**config.mk**
```make
export PLATFORM = sky130hd
export DESIGN_NAME = distributed_dfs_node_controller_unit
export DESIGN_NICKNAME = d
export VERILOG_FILES = /design/src/rtl/core/ddfs_pkg.sv /design/src/rtl/core/ddfs_cell.sv /design/src/rtl/core/ddfs_mod.sv /design/src/rtl/core/distributed_dfs_node_controller_unit.sv
export VERILOG_INCLUDE_DIRS = /design/src /design/src/rtl/core
export SDC_FILE = /design/constraint.sdc
export NUM_CORES = 1
export LEC_CHECK = 0
export BUFFER_PORTS_ARGS = -buffer_cell sky130_fd_sc_hd__buf_2
export CAP_MARGIN = 20
export CORE_MARGIN = 2
export CORE_UTILIZATION = 30
export DETAILED_ROUTE_END_ITERATION = 12
export HOLD_SLACK_MARGIN = 0.12
export SYNTH_ARGS = -nofsm -noshare
export SYNTH_HDL_FRONTEND = slang
export SYNTH_SLANG_ARGS = --single-unit
```
**constraint.sdc**
```tcl
create_clock -name clock -period 16.16 [get_ports clock]
set_clock_uncertainty 0.05 [all_clocks]
set_input_delay 2.424 -clock clock [delete_from_list [all_inputs] [get_ports clock]]
set_output_delay 2.424 -clock clock [all_outputs]
set_load 0.1 [all_outputs]
```
**src/rtl/core/distributed_dfs_node_controller_unit_defines.svh**
```systemverilog
// Assertion macros shared by the node controller RTL.
`ifndef DISTRIBUTED_DFS_NODE_CONTROLLER_UNIT_DEFINES_SVH
`define DISTRIBUTED_DFS_NODE_CONTROLLER_UNIT_DEFINES_SVH

`ifndef SYNTHESIS

// When cond holds at a clock edge, prop must hold at the same edge.
`define DDFS_ASSERT_IMPLIES(label, clk, rst, cond, prop) \
   label: assert property (@(posedge clk) disable iff (rst) (cond) |-> (prop)) \
      else $error("ddfs assertion failed");

// When cond holds at a clock edge, prop must hold at the following edge.
`define DDFS_ASSERT_NEXT(label, clk, rst, cond, prop) \
   label: assert property (@(posedge clk) disable iff (rst) (cond) |=> (prop)) \
      else $error("ddfs assertion failed");

`else

`define DDFS_ASSERT_IMPLIES(label, clk, rst, cond, prop)
`define DDFS_ASSERT_NEXT(label, clk, rst, cond, prop)

`endif

`endif

```
**src/rtl/core/ddfs_pkg.sv**
```systemverilog
// Types and constants shared by the node controller modules.
package ddfs_pkg;

   localparam int unsigned NODE_W     = 8;
   localparam int unsigned CHOICE_W   = 16;
   localparam int unsigned MOD_BITS   = 4;
   localparam int unsigned MOD_CYCLES = CHOICE_W / MOD_BITS;
   localparam int unsigned MOD_CNT_W  = $clog2(MOD_CYCLES);

   typedef enum logic [1:0] {
      OP_LOAD     = 2'd0,
      OP_INIT     = 2'd1,
      OP_TRAVERSE = 2'd2,
      OP_RETURN   = 2'd3
   } op_type;

   typedef enum logic [1:0] {
      ACT_TRAVERSE = 2'd0,
      ACT_RETURN   = 2'd1,
      ACT_END      = 2'd2
   } action_type;

   typedef enum logic [2:0] {
      ST_IDLE,
      ST_SCAN,
      ST_MOD,
      ST_PICK,
      ST_FINISH
   } state_type;

   // Broadcast control for the row of neighbor cells.
   typedef struct packed {
      logic [NODE_W-1:0] key;
      logic [NODE_W-1:0] load_data;
      logic              load_en;
   } cell_ctl_type;

endpackage

```
**src/rtl/core/ddfs_cell.sv**
```systemverilog
// One neighbor slot of the compacted list, with search and shift tokens.
module ddfs_cell
   import ddfs_pkg::*;
#(
   parameter int unsigned INDEX   = 0,
   parameter int unsigned COUNT_W = 4
) (
   input  logic               clock,
   input  logic               reset,
   input  cell_ctl_type       ctl,
   input  logic [COUNT_W-1:0] count,
   input  logic               search_in,
   input  logic               shift_in,
   input  logic [NODE_W-1:0]  next_data,
   output logic               search_out,
   output logic               shift_out,
   output logic [NODE_W-1:0]  data,
   output logic               busy,
   output logic               found
);

   logic              search_ff, search_in_w;
   logic              shift_ff, shift_in_w;
   logic [NODE_W-1:0] data_ff, data_in;
   logic              in_range;
   logic              hit;

   assign in_range = COUNT_W'(INDEX) < count;
   assign hit      = search_ff && in_range && (data_ff == ctl.key);

   // A hit turns the search token into a shift token that closes the gap,
   // one slot per cycle, as it moves toward the end of the row.
   assign search_out = search_ff && in_range && !hit;
   assign shift_out  = hit || shift_ff;
   assign found      = hit;
   assign busy       = search_ff || shift_ff;
   assign data       = data_ff;

   assign search_in_w = search_in;
   assign shift_in_w  = shift_in;

   always_comb begin
      data_in = data_ff;
      if (ctl.load_en && (count == COUNT_W'(INDEX))) begin
         data_in = ctl.load_data;
      end else if (hit || shift_ff) begin
         data_in = next_data;
      end
   end

   always_ff @(posedge clock) begin
      if (reset) begin
         search_ff <= 1'b0;
         shift_ff  <= 1'b0;
      end else begin
         search_ff <= search_in_w;
         shift_ff  <= shift_in_w;
      end
      data_ff <= data_in;
   end

endmodule

```
**src/rtl/core/ddfs_mod.sv**
```systemverilog
// Iterative remainder unit: choice modulo the neighbor count, four bits a cycle.
module ddfs_mod
   import ddfs_pkg::*;
#(
   parameter int unsigned COUNT_W = 4
) (
   input  logic                clock,
   input  logic                reset,
   input  logic                start,
   input  logic [CHOICE_W-1:0] dividend,
   input  logic [COUNT_W-1:0]  divisor,
   output logic                done,
   output logic [COUNT_W-1:0]  remainder
);

   logic                 run_ff, run_in;
   logic                 done_ff, done_in;
   logic [MOD_CNT_W-1:0] step_ff, step_in;
   logic [CHOICE_W-1:0]  quo_ff, quo_in;
   logic [COUNT_W-1:0]   rem_ff, rem_in;
   logic [COUNT_W-1:0]   step_rem;

   // Restoring steps: the partial remainder stays below the divisor.
   always_comb begin
      logic [COUNT_W:0]   trial;
      logic [COUNT_W-1:0] part;
      part  = rem_ff;
      trial = '0;
      for (int b = 0; b < MOD_BITS; b++) begin
         trial = {part, quo_ff[CHOICE_W-1-b]};
         if (trial >= {1'b0, divisor}) begin
            trial = trial - {1'b0, divisor};
         end
         part = trial[COUNT_W-1:0];
      end
      step_rem = part;
   end

   always_comb begin
      run_in  = run_ff;
      done_in = 1'b0;
      step_in = step_ff;
      quo_in  = quo_ff;
      rem_in  = rem_ff;
      if (start) begin
         run_in  = 1'b1;
         step_in = '0;
         quo_in  = dividend;
         rem_in  = '0;
      end else if (run_ff) begin
         quo_in  = quo_ff << MOD_BITS;
         rem_in  = step_rem;
         step_in = step_ff + MOD_CNT_W'(1);
         if (step_ff == MOD_CNT_W'(MOD_CYCLES - 1)) begin
            run_in  = 1'b0;
            done_in = 1'b1;
         end
      end
   end

   always_ff @(posedge clock) begin
      if (reset) begin
         run_ff  <= 1'b0;
         done_ff <= 1'b0;
         step_ff <= '0;
      end else begin
         run_ff  <= run_in;
         done_ff <= done_in;
         step_ff <= step_in;
      end
      quo_ff <= quo_in;
      rem_ff <= rem_in;
   end

   assign done      = done_ff;
   assign remainder = rem_ff;

endmodule

```
**src/rtl/core/distributed_dfs_node_controller_unit.sv**
```systemverilog
// Top level of one depth-first traversal node: sequencer, cell row, remainder unit.
//
//   channel | direction | tdata                              | tuser       | tlast
//   req_    | in        | [7:0] from_node, [23:8] choice     | [1:0] op    | -
//   rsp_    | out       | [7:0] dest_node                    | [1:0] action| node_done
//
// An init on an unvisited node with neighbors runs the 4-step remainder unit,
// one cell read and the result hand-off. A traverse or return walks a token
// down the cell row, then, when a neighbor is to be picked, the same remainder
// and read steps before the hand-off.
// Reset is synchronous and clears the count, flags and handshake state.
// A result waits in the output register; the next item is taken meanwhile and
// holds at its hand-off until the output register is free.
`include "distributed_dfs_node_controller_unit_defines.svh"

module distributed_dfs_node_controller_unit
   import ddfs_pkg::*;
#(
   parameter int unsigned MAX_NEIGHBORS = 8
) (
   input  logic        clock,
   input  logic        reset,
   input  logic        req_tvalid,
   output logic        req_tready,
   input  logic [23:0] req_tdata,   // [7:0] from_node, [23:8] choice
   input  logic [1:0]  req_tuser,   // [1:0] op
   output logic        rsp_tvalid,
   input  logic        rsp_tready,
   output logic [7:0]  rsp_tdata,   // [7:0] dest_node
   output logic [1:0]  rsp_tuser,   // [1:0] action
   output logic        rsp_tlast
);

   localparam int unsigned CW = $clog2(MAX_NEIGHBORS + 1);

   state_type state_ff, state_in;

   logic [CW-1:0]       count_ff, count_in;
   logic                visited_ff, visited_in;
   logic                has_pred_ff, has_pred_in;
   logic [NODE_W-1:0]   pred_ff, pred_in;
   logic                term_ff, term_in;
   op_type              op_ff, op_in;
   logic [NODE_W-1:0]   from_ff, from_in;
   logic [CHOICE_W-1:0] choice_ff, choice_in;
   action_type          res_action_ff, res_action_in;
   logic [NODE_W-1:0]   res_dest_ff, res_dest_in;
   logic                res_done_ff, res_done_in;
   logic                rsp_valid_ff, rsp_valid_in;
   action_type          rsp_action_ff, rsp_action_in;
   logic [NODE_W-1:0]   rsp_dest_ff, rsp_dest_in;
   logic                rsp_done_ff, rsp_done_in;

   logic                accept;
   op_type              req_op;
   logic [NODE_W-1:0]   req_from;
   logic [CHOICE_W-1:0] req_choice;
   logic                rsp_free;
   logic                token_start;
   logic                any_busy;
   logic                any_found;
   logic                mod_start;
   logic                mod_done;
   logic [CW-1:0]       mod_rem;
   logic [CHOICE_W-1:0] mod_dividend;
   logic [NODE_W-1:0]   pick_data;
   cell_ctl_type        cell_ctl;

   logic                search_chain [0:MAX_NEIGHBORS];
   logic                shift_chain  [0:MAX_NEIGHBORS];
   logic [NODE_W-1:0]   data_chain   [0:MAX_NEIGHBORS];
   logic [MAX_NEIGHBORS-1:0] busy_vec;
   logic [MAX_NEIGHBORS-1:0] found_vec;

   assign req_op     = op_type'(req_tuser);
   assign req_from   = req_tdata[7:0];
   assign req_choice = req_tdata[23:8];
   assign req_tready = (state_ff == ST_IDLE);
   assign accept     = req_tvalid && req_tready;
   assign rsp_free   = !rsp_valid_ff || rsp_tready;

   // ---------------- cell row ----------------
   assign search_chain[0]          = token_start;
   assign shift_chain[0]           = 1'b0;
   assign data_chain[MAX_NEIGHBORS] = '0;

   for (genvar g = 0; g < MAX_NEIGHBORS; g++) begin : g_cell
      ddfs_cell #(
         .INDEX   (g),
         .COUNT_W (CW)
      ) u_cell (
         .clock      (clock),
         .reset      (reset),
         .ctl        (cell_ctl),
         .count      (count_ff),
         .search_in  (search_chain[g]),
         .shift_in   (shift_chain[g]),
         .next_data  (data_chain[g+1]),
         .search_out (search_chain[g+1]),
         .shift_out  (shift_chain[g+1]),
         .data       (data_chain[g]),
         .busy       (busy_vec[g]),
         .found      (found_vec[g])
      );
   end

   // Tokens leaving the last cell come from its own flops, so they add no new busy time.
   assign any_busy  = (|busy_vec) || search_chain[MAX_NEIGHBORS] ||
                      shift_chain[MAX_NEIGHBORS];
   assign any_found = |found_vec;

   always_comb begin
      pick_data = '0;
      for (int i = 0; i < MAX_NEIGHBORS; i++) begin
         pick_data = pick_data | (data_chain[i] & {NODE_W{mod_rem == CW'(i)}});
      end
   end

   // ---------------- remainder unit ----------------
   assign mod_start    = (state_ff != ST_MOD) && (state_in == ST_MOD);
   assign mod_dividend = accept ? req_choice : choice_ff;

   ddfs_mod #(
      .COUNT_W (CW)
   ) u_mod (
      .clock     (clock),
      .reset     (reset),
      .start     (mod_start),
      .dividend  (mod_dividend),
      .divisor   (count_ff),
      .done      (mod_done),
      .remainder (mod_rem)
   );

   // ---------------- next state ----------------
   always_comb begin
      state_in = state_ff;
      unique case (state_ff)
         ST_IDLE: begin
            if (accept && !term_ff) begin
               unique case (req_op)
                  OP_LOAD: state_in = ST_IDLE;
                  OP_INIT: begin
                     if (visited_ff) begin
                        state_in = ST_IDLE;
                     end else if (count_ff == '0) begin
                        state_in = ST_FINISH;
                     end else begin
                        state_in = ST_MOD;
                     end
                  end
                  OP_TRAVERSE, OP_RETURN: state_in = ST_SCAN;
                  default: state_in = ST_IDLE;
               endcase
            end
         end
         ST_SCAN: begin
            if (!any_busy) begin
               unique case (op_ff)
                  OP_TRAVERSE: begin
                     if (visited_ff || (count_ff == '0)) begin
                        state_in = ST_FINISH;
                     end else begin
                        state_in = ST_MOD;
                     end
                  end
                  OP_RETURN: begin
                     state_in = (count_ff == '0) ? ST_FINISH : ST_MOD;
                  end
                  default: state_in = ST_IDLE;
               endcase
            end
         end
         ST_MOD: begin
            if (mod_done) begin
               state_in = ST_PICK;
            end
         end
         ST_PICK: state_in = ST_FINISH;
         ST_FINISH: begin
            if (rsp_free) begin
               state_in = ST_IDLE;
            end
         end
         default: state_in = ST_IDLE;
      endcase
   end

   // ---------------- datapath and outputs ----------------
   always_comb begin
      count_in      = count_ff;
      visited_in    = visited_ff;
      has_pred_in   = has_pred_ff;
      pred_in       = pred_ff;
      term_in       = term_ff;
      op_in         = op_ff;
      from_in       = from_ff;
      choice_in     = choice_ff;
      res_action_in = res_action_ff;
      res_dest_in   = res_dest_ff;
      res_done_in   = res_done_ff;
      rsp_valid_in  = rsp_valid_ff && !rsp_tready;
      rsp_action_in = rsp_action_ff;
      rsp_dest_in   = rsp_dest_ff;
      rsp_done_in   = rsp_done_ff;
      token_start   = 1'b0;
      cell_ctl.key       = from_ff;
      cell_ctl.load_data = req_from;
      cell_ctl.load_en   = 1'b0;

      if (any_found) begin
         count_in = count_ff - CW'(1);
      end

      unique case (state_ff)
         ST_IDLE: begin
            if (accept && !term_ff) begin
               op_in     = req_op;
               from_in   = req_from;
               choice_in = req_choice;
               unique case (req_op)
                  OP_LOAD: begin
                     if (count_ff < CW'(MAX_NEIGHBORS)) begin
                        cell_ctl.load_en = 1'b1;
                        count_in         = count_ff + CW'(1);
                     end
                  end
                  OP_INIT: begin
                     if (!visited_ff) begin
                        visited_in  = 1'b1;
                        has_pred_in = 1'b0;
                        pred_in     = '0;
                        if (count_ff == '0) begin
                           res_action_in = ACT_END;
                           res_dest_in   = '0;
                           res_done_in   = 1'b1;
                        end
                     end
                  end
                  OP_TRAVERSE, OP_RETURN: token_start = 1'b1;
                  default: ;
               endcase
            end
         end
         ST_SCAN: begin
            if (!any_busy) begin
               unique case (op_ff)
                  OP_TRAVERSE: begin
                     if (visited_ff) begin
                        res_action_in = ACT_RETURN;
                        res_dest_in   = from_ff;
                        res_done_in   = 1'b0;
                     end else begin
                        visited_in  = 1'b1;
                        has_pred_in = 1'b1;
                        pred_in     = from_ff;
                        if (count_ff == '0) begin
                           res_action_in = ACT_RETURN;
                           res_dest_in   = from_ff;
                           res_done_in   = 1'b1;
                        end
                     end
                  end
                  OP_RETURN: begin
                     if (count_ff == '0) begin
                        res_done_in = 1'b1;
                        if (has_pred_ff) begin
                           res_action_in = ACT_RETURN;
                           res_dest_in   = pred_ff;
                        end else begin
                           res_action_in = ACT_END;
                           res_dest_in   = '0;
                        end
                     end
                  end
                  default: ;
               endcase
            end
         end
         ST_MOD: ;
         ST_PICK: begin
            res_action_in = ACT_TRAVERSE;
            res_dest_in   = pick_data;
            res_done_in   = 1'b0;
         end
         ST_FINISH: begin
            if (rsp_free) begin
               rsp_valid_in  = 1'b1;
               rsp_action_in = res_action_ff;
               rsp_dest_in   = res_dest_ff;
               rsp_done_in   = res_done_ff;
               if (res_done_ff) begin
                  term_in = 1'b1;
               end
            end
         end
         default: ;
      endcase
   end

   always_ff @(posedge clock) begin
      if (reset) begin
         state_ff     <= ST_IDLE;
         count_ff     <= '0;
         visited_ff   <= 1'b0;
         has_pred_ff  <= 1'b0;
         pred_ff      <= '0;
         term_ff      <= 1'b0;
         rsp_valid_ff <= 1'b0;
      end else begin
         state_ff     <= state_in;
         count_ff     <= count_in;
         visited_ff   <= visited_in;
         has_pred_ff  <= has_pred_in;
         pred_ff      <= pred_in;
         term_ff      <= term_in;
         rsp_valid_ff <= rsp_valid_in;
      end
      op_ff         <= op_in;
      from_ff       <= from_in;
      choice_ff     <= choice_in;
      res_action_ff <= res_action_in;
      res_dest_ff   <= res_dest_in;
      res_done_ff   <= res_done_in;
      rsp_action_ff <= rsp_action_in;
      rsp_dest_ff   <= rsp_dest_in;
      rsp_done_ff   <= rsp_done_in;
   end

   assign rsp_tvalid = rsp_valid_ff;
   assign rsp_tdata  = rsp_dest_ff;
   assign rsp_tuser  = rsp_action_ff;
   assign rsp_tlast  = rsp_done_ff;

   // ---------------- assertions ----------------
   `DDFS_ASSERT_IMPLIES(a_count_range, clock, reset, 1'b1, count_ff <= CW'(MAX_NEIGHBORS))
   `DDFS_ASSERT_IMPLIES(a_single_token, clock, reset, 1'b1, $onehot0(busy_vec))
   `DDFS_ASSERT_IMPLIES(a_hit_in_scan, clock, reset, any_found, state_ff == ST_SCAN)
   `DDFS_ASSERT_IMPLIES(a_mod_in_state, clock, reset, mod_done, state_ff == ST_MOD)
   `DDFS_ASSERT_NEXT(a_term_sticky, clock, reset, term_ff, term_ff && (state_ff == ST_IDLE))

endmodule

```
# Word-level counts from Yosys, hierarchy flattened
# Cells that the tools add are included.
[word_totals]
reg_bits = 170
latch_bits = 0
ramBits = 0
rom_bits = 0
inputBits = 30
output_inout_bits = 13
elab_cells = 317
n_memories = 0
[op_classes]
addsub = 7
mul = 0
div = 0
n_lt_le_gt_ge = 13
eq_ne = 44
shifts = 0
mux = 98
bitwise_logic = 18
reduce_logical = 93
[ops]
columns = ["cell", "n"]
rows = [
  ["two-way mux 8 bit", 31],
  ["AND 8 bit", 8],
  ["equality test 8 bit", 8],
  ["bitwise OR 8 bit", 7],
  ["two-way mux 16 bit", 3],
  ["logical AND 1 bit", 36],
  ["two-way mux 4 bit", 9],
  ["equality test 4 x 3 -> 1 bit (second input constant)", 8],
  ["case mux 8 bit (2 select lines)", 2],
  ["two-way mux 1 bit", 27],
  ["case mux 8 bit (3 select lines)", 1],
  ["two-way mux 3 bit", 7],
  ["greater-or-equal comparator 5 x 4 -> 1 bit", 4],
  ["nonzero test 2 bit", 10],
  ["logical OR 1 bit", 18],
  ["two-way mux 2 bit", 9],
  ["equality test 4 x 2 -> 1 bit (second input constant)", 4],
  ["< comparator 3 x 4 -> 1 bit (first input constant)", 4],
  ["OR reduction 8 bit", 2],
  ["subtractor 4 bit", 4],
  ["case mux 3 bit (5 select lines)", 1],
  ["zero test 1 bit", 11],
  ["equality test 2 bit (second input constant)", 5],
  ["equality test 3 x 2 -> 1 bit (second input constant)", 3],
  ["34 further kinds", 51],
]

# Longest topological paths before layout
# Gate-level depths: netlist of run 1.
[depth]
ltp_word = 12
mapped_depth = 28
ltp_nobuf = 26

# By module
# A second synthesis of run 1 with hierarchy kept.
[hier_totals]
hier_cells = 792
area_unflattened_um2 = 9754.4
[by_module_without_submodules]
columns = ["module", "instances", "cells_per_inst", "area_each_um2", "seq_area_each_um2"]
rows = [
  ["distributed_dfs_node_controller_unit", 1, 299, 3582.2, 1821.7],
  ["ddfs_mod", 1, 170, 1804.2, 640.6],
  ["ddfs_cell at g_cell[2].u_cell", 1, 42, 570.5, 280.3],
  ["ddfs_cell at g_cell[4].u_cell", 1, 42, 569.3, 280.3],
  ["ddfs_cell at g_cell[6].u_cell", 1, 41, 545.5, 280.3],
  ["ddfs_cell at g_cell[5].u_cell", 1, 40, 541.8, 280.3],
  ["ddfs_cell at g_cell[7].u_cell", 1, 40, 539.3, 280.3],
  ["ddfs_cell at g_cell[3].u_cell", 1, 40, 538.0, 280.3],
  ["ddfs_cell at g_cell[0].u_cell", 1, 39, 533.0, 280.3],
  ["ddfs_cell at g_cell[1].u_cell", 1, 39, 530.5, 280.3],
]

# Worst setup path after synthesis of run 1
# No wires, ideal clock.
[synth_path]
path_kind = "register to register"
startpoint = "register count_ff[2]"
endpoint = "register u_mod.rem_ff[0], in the netlist u_mod.remainder[0]"
arrival_time_ps = 6012
t_required_ps = 16044
slack_ps = 10032
path_stages_with_launch = 28
n_path_buf = 2
synth_period_minus_slack_ps = 6128
cell_sequence = "dfxtp_1 > clkbuf_1 > inv_1 > ha_1 > or2_2 > a21o_1 > mux2_2 > inv_1 > ha_1 > a2111oi_0 > nor3_1 > or2_1 > buf_6 > o21ai_0 > inv_1 > ha_1 > nor3_1 > a211o_1 > o21ai_0 > o21ai_2 > mux2_2 > ha_1 > nand2_1 > a21oi_1 > a211oi_1 > o221a_1 > mux2_4 > a21oi_2"
[synth_via]
elab_chain_len = 11
[synth_rtl]
columns = ["element", "line", "text"]
rows = [
  ["start: declaration", "distributed_dfs_node_controller_unit.sv:38", "logic [CW-1:0] count_ff, count_in;"],
  ["start signal: assignment", "distributed_dfs_node_controller_unit.sv:312", "count_ff <= count_in;"],
  ["branches (longest 11 deep; another with greater-or-equal comparator 5 x 4 -> 1 bit)", "n/a", ""],
  ["end signal: assignment", "ddfs_mod.sv:72", "rem_ff <= rem_in;"],
  ["end: declaration", "ddfs_mod.sv:20", "logic [COUNT_W-1:0] rem_ff, rem_in;"],
]
# Several ways; the timed one is not identified.
# A chain may end at the register's enable or synchronous reset.

# Worst setup path in the final report of run 1
[layout_path]
startpoint = "register count_ff[1]"
endpoint = "register u_mod.rem_ff[0], in the netlist u_mod.remainder[0]"
[layout_via]
elab_chain_len = 11
[layout_rtl]
columns = ["element"]
rows = [
  ["branches (longest 11 deep; another with greater-or-equal comparator 5 x 4 -> 1 bit)"],
]
# Several ways; the timed one is not identified.

==> results of run 1 <==
==> sequential cells by signal (all words and copies together), names as in the netlist, 3 cells and up <==
signal and cells:
g_cell.u_cell.data 64, choice_ff 16, u_mod.quo_ff 16, from_ff 8, g_cell.u_cell.search_ff 8, pred_ff 8
res_dest_ff 8, rsp_tdata 8, g_cell.u_cell.shift_ff 7, count_ff 4, u_mod.remainder 4, state_ff 3
==> logic make-up after synthesis <==
| kind of cell | after synthesis |
|---|---|
| buf+inv | 59 |
| flops | 170 |
| compound gates | 111 |
| xor+xnor | 73 |
| simple gates | 235 |
| fa+ha+maj | 25 |
| mux | 111 |
==> per-stage QoR <==
stage	utilization (%)	cell area, µm²	total power, mW	std cells	hold WS (ps)
3_5_place_dp	32.5	9670	1.07	1186	355
3_3_place_gp	32.5	9670	1.05	1186	350
6_report	34.5	10300	1.47	1218	370
2_1_floorplan	-	9080	0.959	784	350
4_1_cts	34.5	10300	1.48	1218	372
5_1_grt	34.5	10300	1.56	1218	373
==> cell type report <==
type	count	area [µm²]	share of cell area, %
well taps	390	488	4.76
repair buffers	49	263	2.56
flip-flops and latches	170	4680	45.7
multi-input cells	555	4150	40.5
inverters	22	82.6	0.805
clock buffers	19	453	4.42
clock inverters	13	131	1.28
==> Yosys cell counts (11+ instances only) <==
master	n	share of area, %
dfxtp_1	42	9.3
clkbuf_1	21	0.87
buf_2	12	0.66
nand4_1	16	1.1
inv_1	22	0.91
nor3_1	24	1.3
nand2_1	57	2.4
o21ai_0	26	1.4
xnor2_1	70	6.8
a21oi_1	22	1.2
nor2_1	52	2.2
edfxtp_1	128	42
and2_1	11	0.76
ha_1	21	2.9
mux2_2	55	6.8
mux2i_1	43	4.7
nand3_1	22	1.2
==> per-layer routing <==
metal / vias up / wire, µm
li1: 2953 / -
met2: 134 / 9480
met3: 24 / 995
met5: - / 0
met4: 0 / 382
met1: 3043 / 10300
==> worst paths after layout <==
check | from | end | slack, ps | cells past startpoint
worst min-delay path | res_dest_ff[7] | rsp_tdata[7] | 370 | 0
worst max-delay path | count_ff[1] | u_mod.remainder[0] | 9180 | 26
worst min register to register | res_dest_ff[7] | rsp_tdata[7] | 370 | 0
worst max register to register | count_ff[1] | u_mod.remainder[0] | 9180 | 26
==> power groups by stage <==
| stage | sequential, mW | clock [mW] | combinational, mW |
|---|---|---|---|
| 2_1_floorplan | 0.508 | 0 | 0.450 |
| 3_3_place_gp | 0.512 | 0 | 0.539 |
| 3_5_place_dp | 0.512 | 0 | 0.553 |
| 4_1_cts | 0.503 | 0.418 | 0.555 |
| 5_1_grt | 0.505 | 0.437 | 0.621 |
| 6_report | 0.503 | 0.412 | 0.558 |
==> reports/results.tsv, run 1 <==
stage	metric	value	unit
sta	setup_slack	9180	ps
global_routing	antenna_found_initial	0	
synth	synth_top_family_by_area	multiplexers	
clock_tree	postCtsHoldBufs	0	
power_and_ir_drop	clockPowerShare	28.0	%
synth	synthFlopType	edfxtp_1	
synth	syn_inst	784	
power_and_ir_drop	power.internal	949	µW
global_routing	grt-busiest-layer	met2	
clock_tree	clk_latency	430	ps
synth	synth_seq_cells	170	
detailed_routing	wire_per_inst	17.4	µm
clock_tree	cts_made_buffers	17	
synth	syn_area_per_cell	11.6	µm²
clock_tree	cts.sinks	170	
detailed_routing	drtPass1Iterations	5	
synth	ys_types	66	
sta	setup-tns-final	0	ps
layout	nets	870	
sta	worst_slew_pin_slew	901	ps
detailed_routing	vias	6154	
sta	period_needed	6980	ps
clock_tree	cts_tree	yes	
placement	dp_slack	9170	ps
detailed_routing	initialDrtViolationCount	680	
global_routing	grt_pass1_wl	33.8	mm
placement	portBuffers	42	
critical_path	cpMaxStageDelayCell	dfxtp_1	
power_and_ir_drop	peakVddDrop	0.0830	mV
power_and_ir_drop	p_sw	524	µW
critical_path	cp_num_buf_inv	3	
critical_path	timing.critical_path.mode_cell	ha_1	
detailed_routing	drc	0	
floorplan	die-area	31700	µm²
synth	synth_xor_area_share	7.04	%
synth	synthAdderAreaFrac	3.78	%
sta	slew_headroom	39.7	%
synth	yosysSeqAreaShare	51.6	%
outcome	status	finished, final reports clean	
global_routing	grt_util_met1	19.7	%
critical_path	critPathTopFamily	compound AO/OA/AOI/OAI gates	
synth	synth-async-reset-ratio	0	%
global_routing	grt_max_degree	38	
floorplan	ios	43	
power_and_ir_drop	p_leak	3.61	nW
power_and_ir_drop	power.share.combinational	37.9	%
global_routing	grt_pass1_vias	6081	
sta	final-setup-viol-count	0	
clock_tree	clockRootBuffer	clkbuf_16	
global_routing	met2_usage	21.3	%
layout	layout_commonest_cell	edfxtp_1	
floorplan	die_h	178	µm
detailed_routing	final_antenna_net_count	0	
run	maxCapViolations	0	
critical_path	startpoint_type	register	
synth	synth-compound-area-share	7.83	%
floorplan	core_area	29700	µm²
global_routing	globalRouteTotalUtil	13.9	%
floorplan	rows	63	
critical_path	slowest_delay	600	ps
synth	synth.net_count	839	
layout	mostFrequentLayoutCells	edfxtp_1 (128), xnor2_1 (70), nand2_1 (57)	
global_routing	grt-ovfl-total	0	
synth	synth_edf_count	128	
critical_path	worstSetupPathType	register to register	
critical_path	critPathRequiredTime	16480	ps
synth	synth_area	9080	µm²
power_and_ir_drop	p_per_area	144	nW/µm²
placement	gp_congestion	0.851	
power_and_ir_drop	seq_power_share	34.1	%
layout	nFillCells	2922	
layout	syn2layout_area_growth	13.0	%
worst_hold_path	worst_hold_path_type	register to register	
critical_path	endpoint_kind	register	
clock_tree	clk_pin_slew	70	ps
critical_path	crit_arrival	7300	ps
synth	yosys_warnings	0	
synth	synthSimpleGateAreaFrac	13.0	%
clock_tree	cts_max_level	4	
clock_tree	cts_max_path_buffers	2	
clock_tree	cts_resized	0	
synth	muxShareOfSynthArea	14.0	%
detailed_routing	postRouteWirelength	21.2	mm
clock_tree	cts_setup_buffers	0	
sta	slew_violations	0	
placement	dp_hpwl	15.4	mm
global_routing	met3_usage	2.61	%
sta	hold_viol	0	
power_and_ir_drop	switching_share	35.6	%
floorplan	die_w	178	µm
sta	final.period_utilization	43.2	%
detailed_routing	vias_per_cell	5.05	
sta	fmax	143	MHz
sta	rsz0062_at_grt	false	
layout	drive_gt1_share	18.8	%
floorplan	initial_core_util	30.5	%
layout	n_antenna_cell	0	
critical_path	worst-path-max-fanout	10	
No activity file was read; power rests on OpenSTA's default activity.
==> run 2, diff against run 1 <==
- clock period: 16.16 -> 6.1 ns (I/O delays scaled with it)
==> reports/results.tsv, run 2 (synthesis results as in run 1) <==
stage	metric	value	unit
outcome	status	finished, final reports clean	
critical_path	worst-path-max-fanout	6	
global_routing	antenna_found_initial	1	
placement	dp_slack	17.6	ps
critical_path	worstSetupPathType	register to register	
run	maxCapViolations	0	
sta	final-setup-viol-count	0	
floorplan	initial_core_util	30.5	%
floorplan	rows	63	
layout	nets	884	
global_routing	grt_pass1_vias	5897	
clock_tree	clockRootBuffer	clkbuf_16	
floorplan	die_w	178	µm
sta	slew_violations	0	
critical_path	endpoint_kind	register	
layout	n_antenna_cell	0	
critical_path	r2r_cells	25	
global_routing	grt-ovfl-total	0	
placement	portBuffers	42	
placement	dp_hpwl	15.5	mm
detailed_routing	drc	0	
power_and_ir_drop	p_leak	3.67	nW
clock_tree	cts_max_path_buffers	2	
critical_path	startpoint_type	register	
global_routing	globalRouteTotalUtil	13.6	%
sta	hold_viol	0	
clock_tree	postCtsHoldBufs	0	
clock_tree	cts_tree	yes	
layout	syn2layout_area_growth	14.6	%
detailed_routing	initialDrtViolationCount	499	
clock_tree	clk_pin_slew	70	ps
placement	gp_congestion	0.870	
detailed_routing	vias_per_cell	5.00	
floorplan	ios	43	
sta	period_needed	5770	ps
critical_path	critPathRequiredTime	6410	ps
detailed_routing	vias	6157	
worst_hold_path	min_path_cells	0	
power_and_ir_drop	finalPower	4.17	mW
worst_hold_path	worst_hold_path_type	register to register	
floorplan	core_area	29700	µm²
clock_tree	clk_latency	430	ps
detailed_routing	wire_per_inst	17.0	µm
placement	placed_cells	1195	
detailed_routing	drtPass1Iterations	5	
clock_tree	cts_made_buffers	17	
global_routing	grt_pass1_wl	32.9	mm
clock_tree	cts.sinks	170	
global_routing	grt_max_degree	38	
clock_tree	cts_max_level	4	
layout	largest_reg_flops	64	
layout	layout_commonest_cell	edfxtp_1	
sta	setup_slack	325	ps
layout	drive_gt1_share	21.0	%
sta	worst_slew_pin_slew	870	ps
sta	final.period_utilization	94.7	%
layout	final_util	35.0	%
power_and_ir_drop	p_per_area	401	nW/µm²
layout	mostFrequentLayoutCells	edfxtp_1 (128), xnor2_1 (70), nand2_1 (57)	
floorplan	die-area	31700	µm²
detailed_routing	postRouteWirelength	21.0	mm
detailed_routing	final_antenna_net_count	0	
sta	fmax	173	MHz
power_and_ir_drop	peakVddDrop	0.302	mV
floorplan	die_h	178	µm
layout	instances_no_fill	1232	
sta	slew_headroom	41.8	%
critical_path	crit_arrival	6080	ps
## run 2: changes by cell type in the layout (fill, tap and decap cells not counted), moves of 2 or more
cell / before / now
buf_4: 7 / 21
inv_8: 2 / 5
mux2i_1: 43 / 40
mux2i_2: 0 / 3
clkbuf_1: 0 / 2
clkbuf_8: 2 / 0
clkinv_4: 2 / 0
## run 2: what timing repair did
item | in CTS | in global routing
setup endpoints to repair | 1 | 4
resized for setup | 0 | 10
pin swaps | 1 | 3
setup buffers | 2 | 3
## run 2: cell type report
class | count | area, µm²
tap | 390 | 488
sequential | 170 | 4680
clock buffer | 19 | 433
timing repair buffer | 63 | 368
fill | 2949 | 19300
inverter | 22 | 82.6
clock inverter | 13 | 150
multi-input combinational | 555 | 4200
## run 2: stage by stage
step	instance area [µm²]	hold WS, ps	setup TNS, ps
3_3_place_gp	9740	351	0
5_1_grt	10400	377	-69.9
4_1_cts	10300	373	0
3_5_place_dp	9740	355	0
2_1_floorplan	9080	350	0
6_report	10400	370	0
## run 2: critical path, stage by stage, from the launching register on
cell and delay (ps):
dfxtp_1 330, inv_1 60, ha_1 360, or2_2 320, a21o_1 210, mux2i_1 300
inv_1 80, ha_1 350, nor3_1 70, nor3_1 260, or2_4 240, mux2i_2 250
ha_1 310, nor3_2 190, a211o_1 170, o21ai_0 110, o21ai_2 200, buf_4 170
mux2i_2 260, ha_1 310, nand2_1 80, a21oi_1 50, a211oi_2 230, o221a_1 290
mux2_4 320, a21oi_2 130
## run 2: worst paths after layout
| kind | start | endpoint | slack [ps] |
|---|---|---|---|
| max | count_ff[2] | u_mod.remainder[0] | 330 |
| max reg2reg | count_ff[2] | u_mod.remainder[0] | 330 |
| min reg2reg | res_dest_ff[2] | rsp_tdata[2] | 370 |
| min | res_dest_ff[2] | rsp_tdata[2] | 370 |
## run 2: routing by layer
layer  wire, µm  up-vias  part of all wire [%]  track usage, %
met5         16        -                 0.076               0
met1       9890     2977                    47            18.8
met4        250        2                   1.2            3.48
met2       9770      164                    47            21.4
met3       1040       20                   5.0            3.06
li1           -     2994                     -               -
## run 2: report_power, final
part	switching (mW)	internal, mW	total, mW
clock	0.502	0.585	1.09
sequential	0.0473	1.29	1.33
combinational	0.933	0.813	1.75
==> run 3, diff against run 2 <==
- CORE_UTILIZATION: 30 -> 50
- PLACE_DENSITY: unset -> 0.81
==> reports/results.tsv, run 3 (synthesis results as in run 1) <==
stage	metric	value	unit
floorplan	die_w	139	µm
sta	worst_slew_pin_slew	945	ps
clock_tree	clk_pin_slew	70	ps
critical_path	crit_arrival	6100	ps
placement	dp_hpwl	14.6	mm
detailed_routing	final_antenna_net_count	0	
sta	final.period_utilization	94.7	%
power_and_ir_drop	p_per_area	401	nW/µm²
critical_path	critical_path.cell_chain	inv_1 > ha_1 > or2_2 > a21o_1 > mux2_2 > inv_1 > ha_1 > a2111oi_4 > nor3_2 > or2_4 > mux2i_2 > ha_1 > nor3_1 > a211o_1 > o21ai_0 > o21ai_2 > mux2_2 > ha_1 > nand2_1 > a21oi_1 > a211oi_2 > o221a_1 > mux2_4 > a21oi_2	
detailed_routing	drc	0	
worst_hold_path	worst_hold_path_type	register to register	
clock_tree	cts_max_path_buffers	2	
clock_tree	cts_tree	yes	
layout	nets	883	
power_and_ir_drop	peakVddDrop	0.275	mV
critical_path	timing.critical_path.mode_cell	ha_1	
sta	hold_viol	0	
clock_tree	clockRootBuffer	clkbuf_16	
critical_path	endpoint_kind	register	
critical_path	worstSetupPathType	register to register	
power_and_ir_drop	power.share.combinational	41.6	%
clock_tree	postCtsHoldBufs	0	
floorplan	die-area	19200	µm²
clock_tree	cts_made_buffers	17	
clock_tree	clk_latency	440	ps
global_routing	grt-ovfl-total	0	
layout	layout_commonest_cell	edfxtp_1	
placement	portBuffers	42	
floorplan	rows	49	
layout	largest_reg_flops	64	
critical_path	cp_num_buf_inv	2	
critical_path	startpoint_type	register	
floorplan	ios	43	
floorplan	initial_core_util	50.7	%
sta	period_needed	5780	ps
critical_path	cpMaxStageDelayCell	mux2_2	
layout	syn2layout_area_growth	12.1	%
outcome	status	finished, final reports clean	
global_routing	antenna_found_initial	0	
sta	final-setup-viol-count	0	
detailed_routing	postRouteWirelength	19.6	mm
power_and_ir_drop	seq_power_share	32.7	%
global_routing	grt_pass1_wl	31.2	mm
layout	mostFrequentLayoutCells	edfxtp_1 (128), xnor2_1 (70), nand2_1 (57)	
critical_path	worst-path-max-fanout	6	
sta	slew_violations	0	
clock_tree	cts.sinks	170	
detailed_routing	vias	6238	
critical_path	slowest_delay	370	ps
placement	gp_congestion	0.946	
floorplan	core_area	17900	µm²
global_routing	grt_max_degree	38	
detailed_routing	vias_per_cell	5.83	
layout	nFillCells	1464	
power_and_ir_drop	clockPowerShare	25.7	%
power_and_ir_drop	switching_share	35.1	%
sta	setup-tns-final	0	ps
layout	drive_gt1_share	20.7	%
detailed_routing	initialDrtViolationCount	440	
detailed_routing	wire_per_inst	18.3	µm
clock_tree	cts_max_level	4	
sta	fmax	173	MHz
power_and_ir_drop	p_sw	1.43	mW
sta	slew_headroom	36.8	%
global_routing	grt_pass1_vias	6195	
power_and_ir_drop	p_leak	3.65	nW
power_and_ir_drop	power.internal	2.64	mW
sta	rsz0062_at_grt	false	
sta	whs	370	ps
global_routing	globalRouteTotalUtil	20.5	%
critical_path	critPathRequiredTime	6420	ps
detailed_routing	drtPass1Iterations	5	
floorplan	die_h	139	µm
layout	n_antenna_cell	0	
run	maxCapViolations	0	
critical_path	critPathTopFamily	compound AO/OA/AOI/OAI gates	
==> run 3: changes by cell type in the layout (fill, tap and decap cells not counted) <==
cell,previous run,this run
clkinv_1,0,1
ha_1,20,21
mux2i_2,3,2
mux2i_1,40,41
a2111oi_4,0,1
buf_4,21,20
clkinv_8,1,0
ha_4,1,0
inv_8,5,2
clkinv_4,0,2
a2111oi_2,1,0
clkinvlp_4,1,3
clkbuf_1,2,1
==> run 3: timing repair <==
action	CTS	global route
setup buffers	0	4
gates resized for setup	0	9
endpoints found under the setup margin	0	4
==> run 3: layer usage <==
metal | vias to the layer above | wire [µm] | GRT usage [%]
met5 | - | 0 | 0
met4 | 0 | 524 | 8.03
met3 | 38 | 1210 | 4.18
met2 | 214 | 9310 | 33.9
met1 | 2996 | 8530 | 26.8
li1 | 2990 | - | -
==> run 3: power by group through the flow <==
stage	clock [mW]	sequential (mW)	combinational, mW
finish	1.05	1.33	1.69
global route	1.10	1.34	1.84
CTS	1.06	1.33	1.50
detailed placement	0	1.36	1.49
global placement	0	1.36	1.43
floorplan	0	1.35	1.19
==> run 3: through the flow <==
stage / util [%] / setup slack (ps) / power [mW] / instance area (µm²) / instances
after floorplan: - / 76.0 / 2.54 / 9080 / 784
after global placement: 53.3 / 232 / 2.79 / 9530 / 1034
after detailed placement: 53.3 / 68.5 / 2.85 / 9530 / 1034
after CTS: 56.4 / 18.4 / 3.89 / 10100 / 1066
after global routing: 56.8 / 8.01 / 4.28 / 10200 / 1070
final: 56.8 / 323 / 4.08 / 10200 / 1070
==> run 3: area by class of cell <==
cell class | instances | area [µm²] | area share, %
well taps | 229 | 287 | 2.82
repair buffers | 62 | 360 | 3.54
inverters | 22 | 82.6 | 0.812
clock buffers | 18 | 429 | 4.22
multi-input cells | 555 | 4190 | 41.2
clock inverters | 14 | 136 | 1.34
flip-flops and latches | 170 | 4680 | 46.1
==> run 3: final timing paths <==
check                  from            endpoint  slack, ps  cells after the start
min          res_dest_ff[1]        rsp_tdata[1]        370                      0
max             count_ff[2]  u_mod.remainder[0]        320                     24
min reg2reg  res_dest_ff[1]        rsp_tdata[1]        370                      0
max reg2reg     count_ff[2]  u_mod.remainder[0]        320                     24
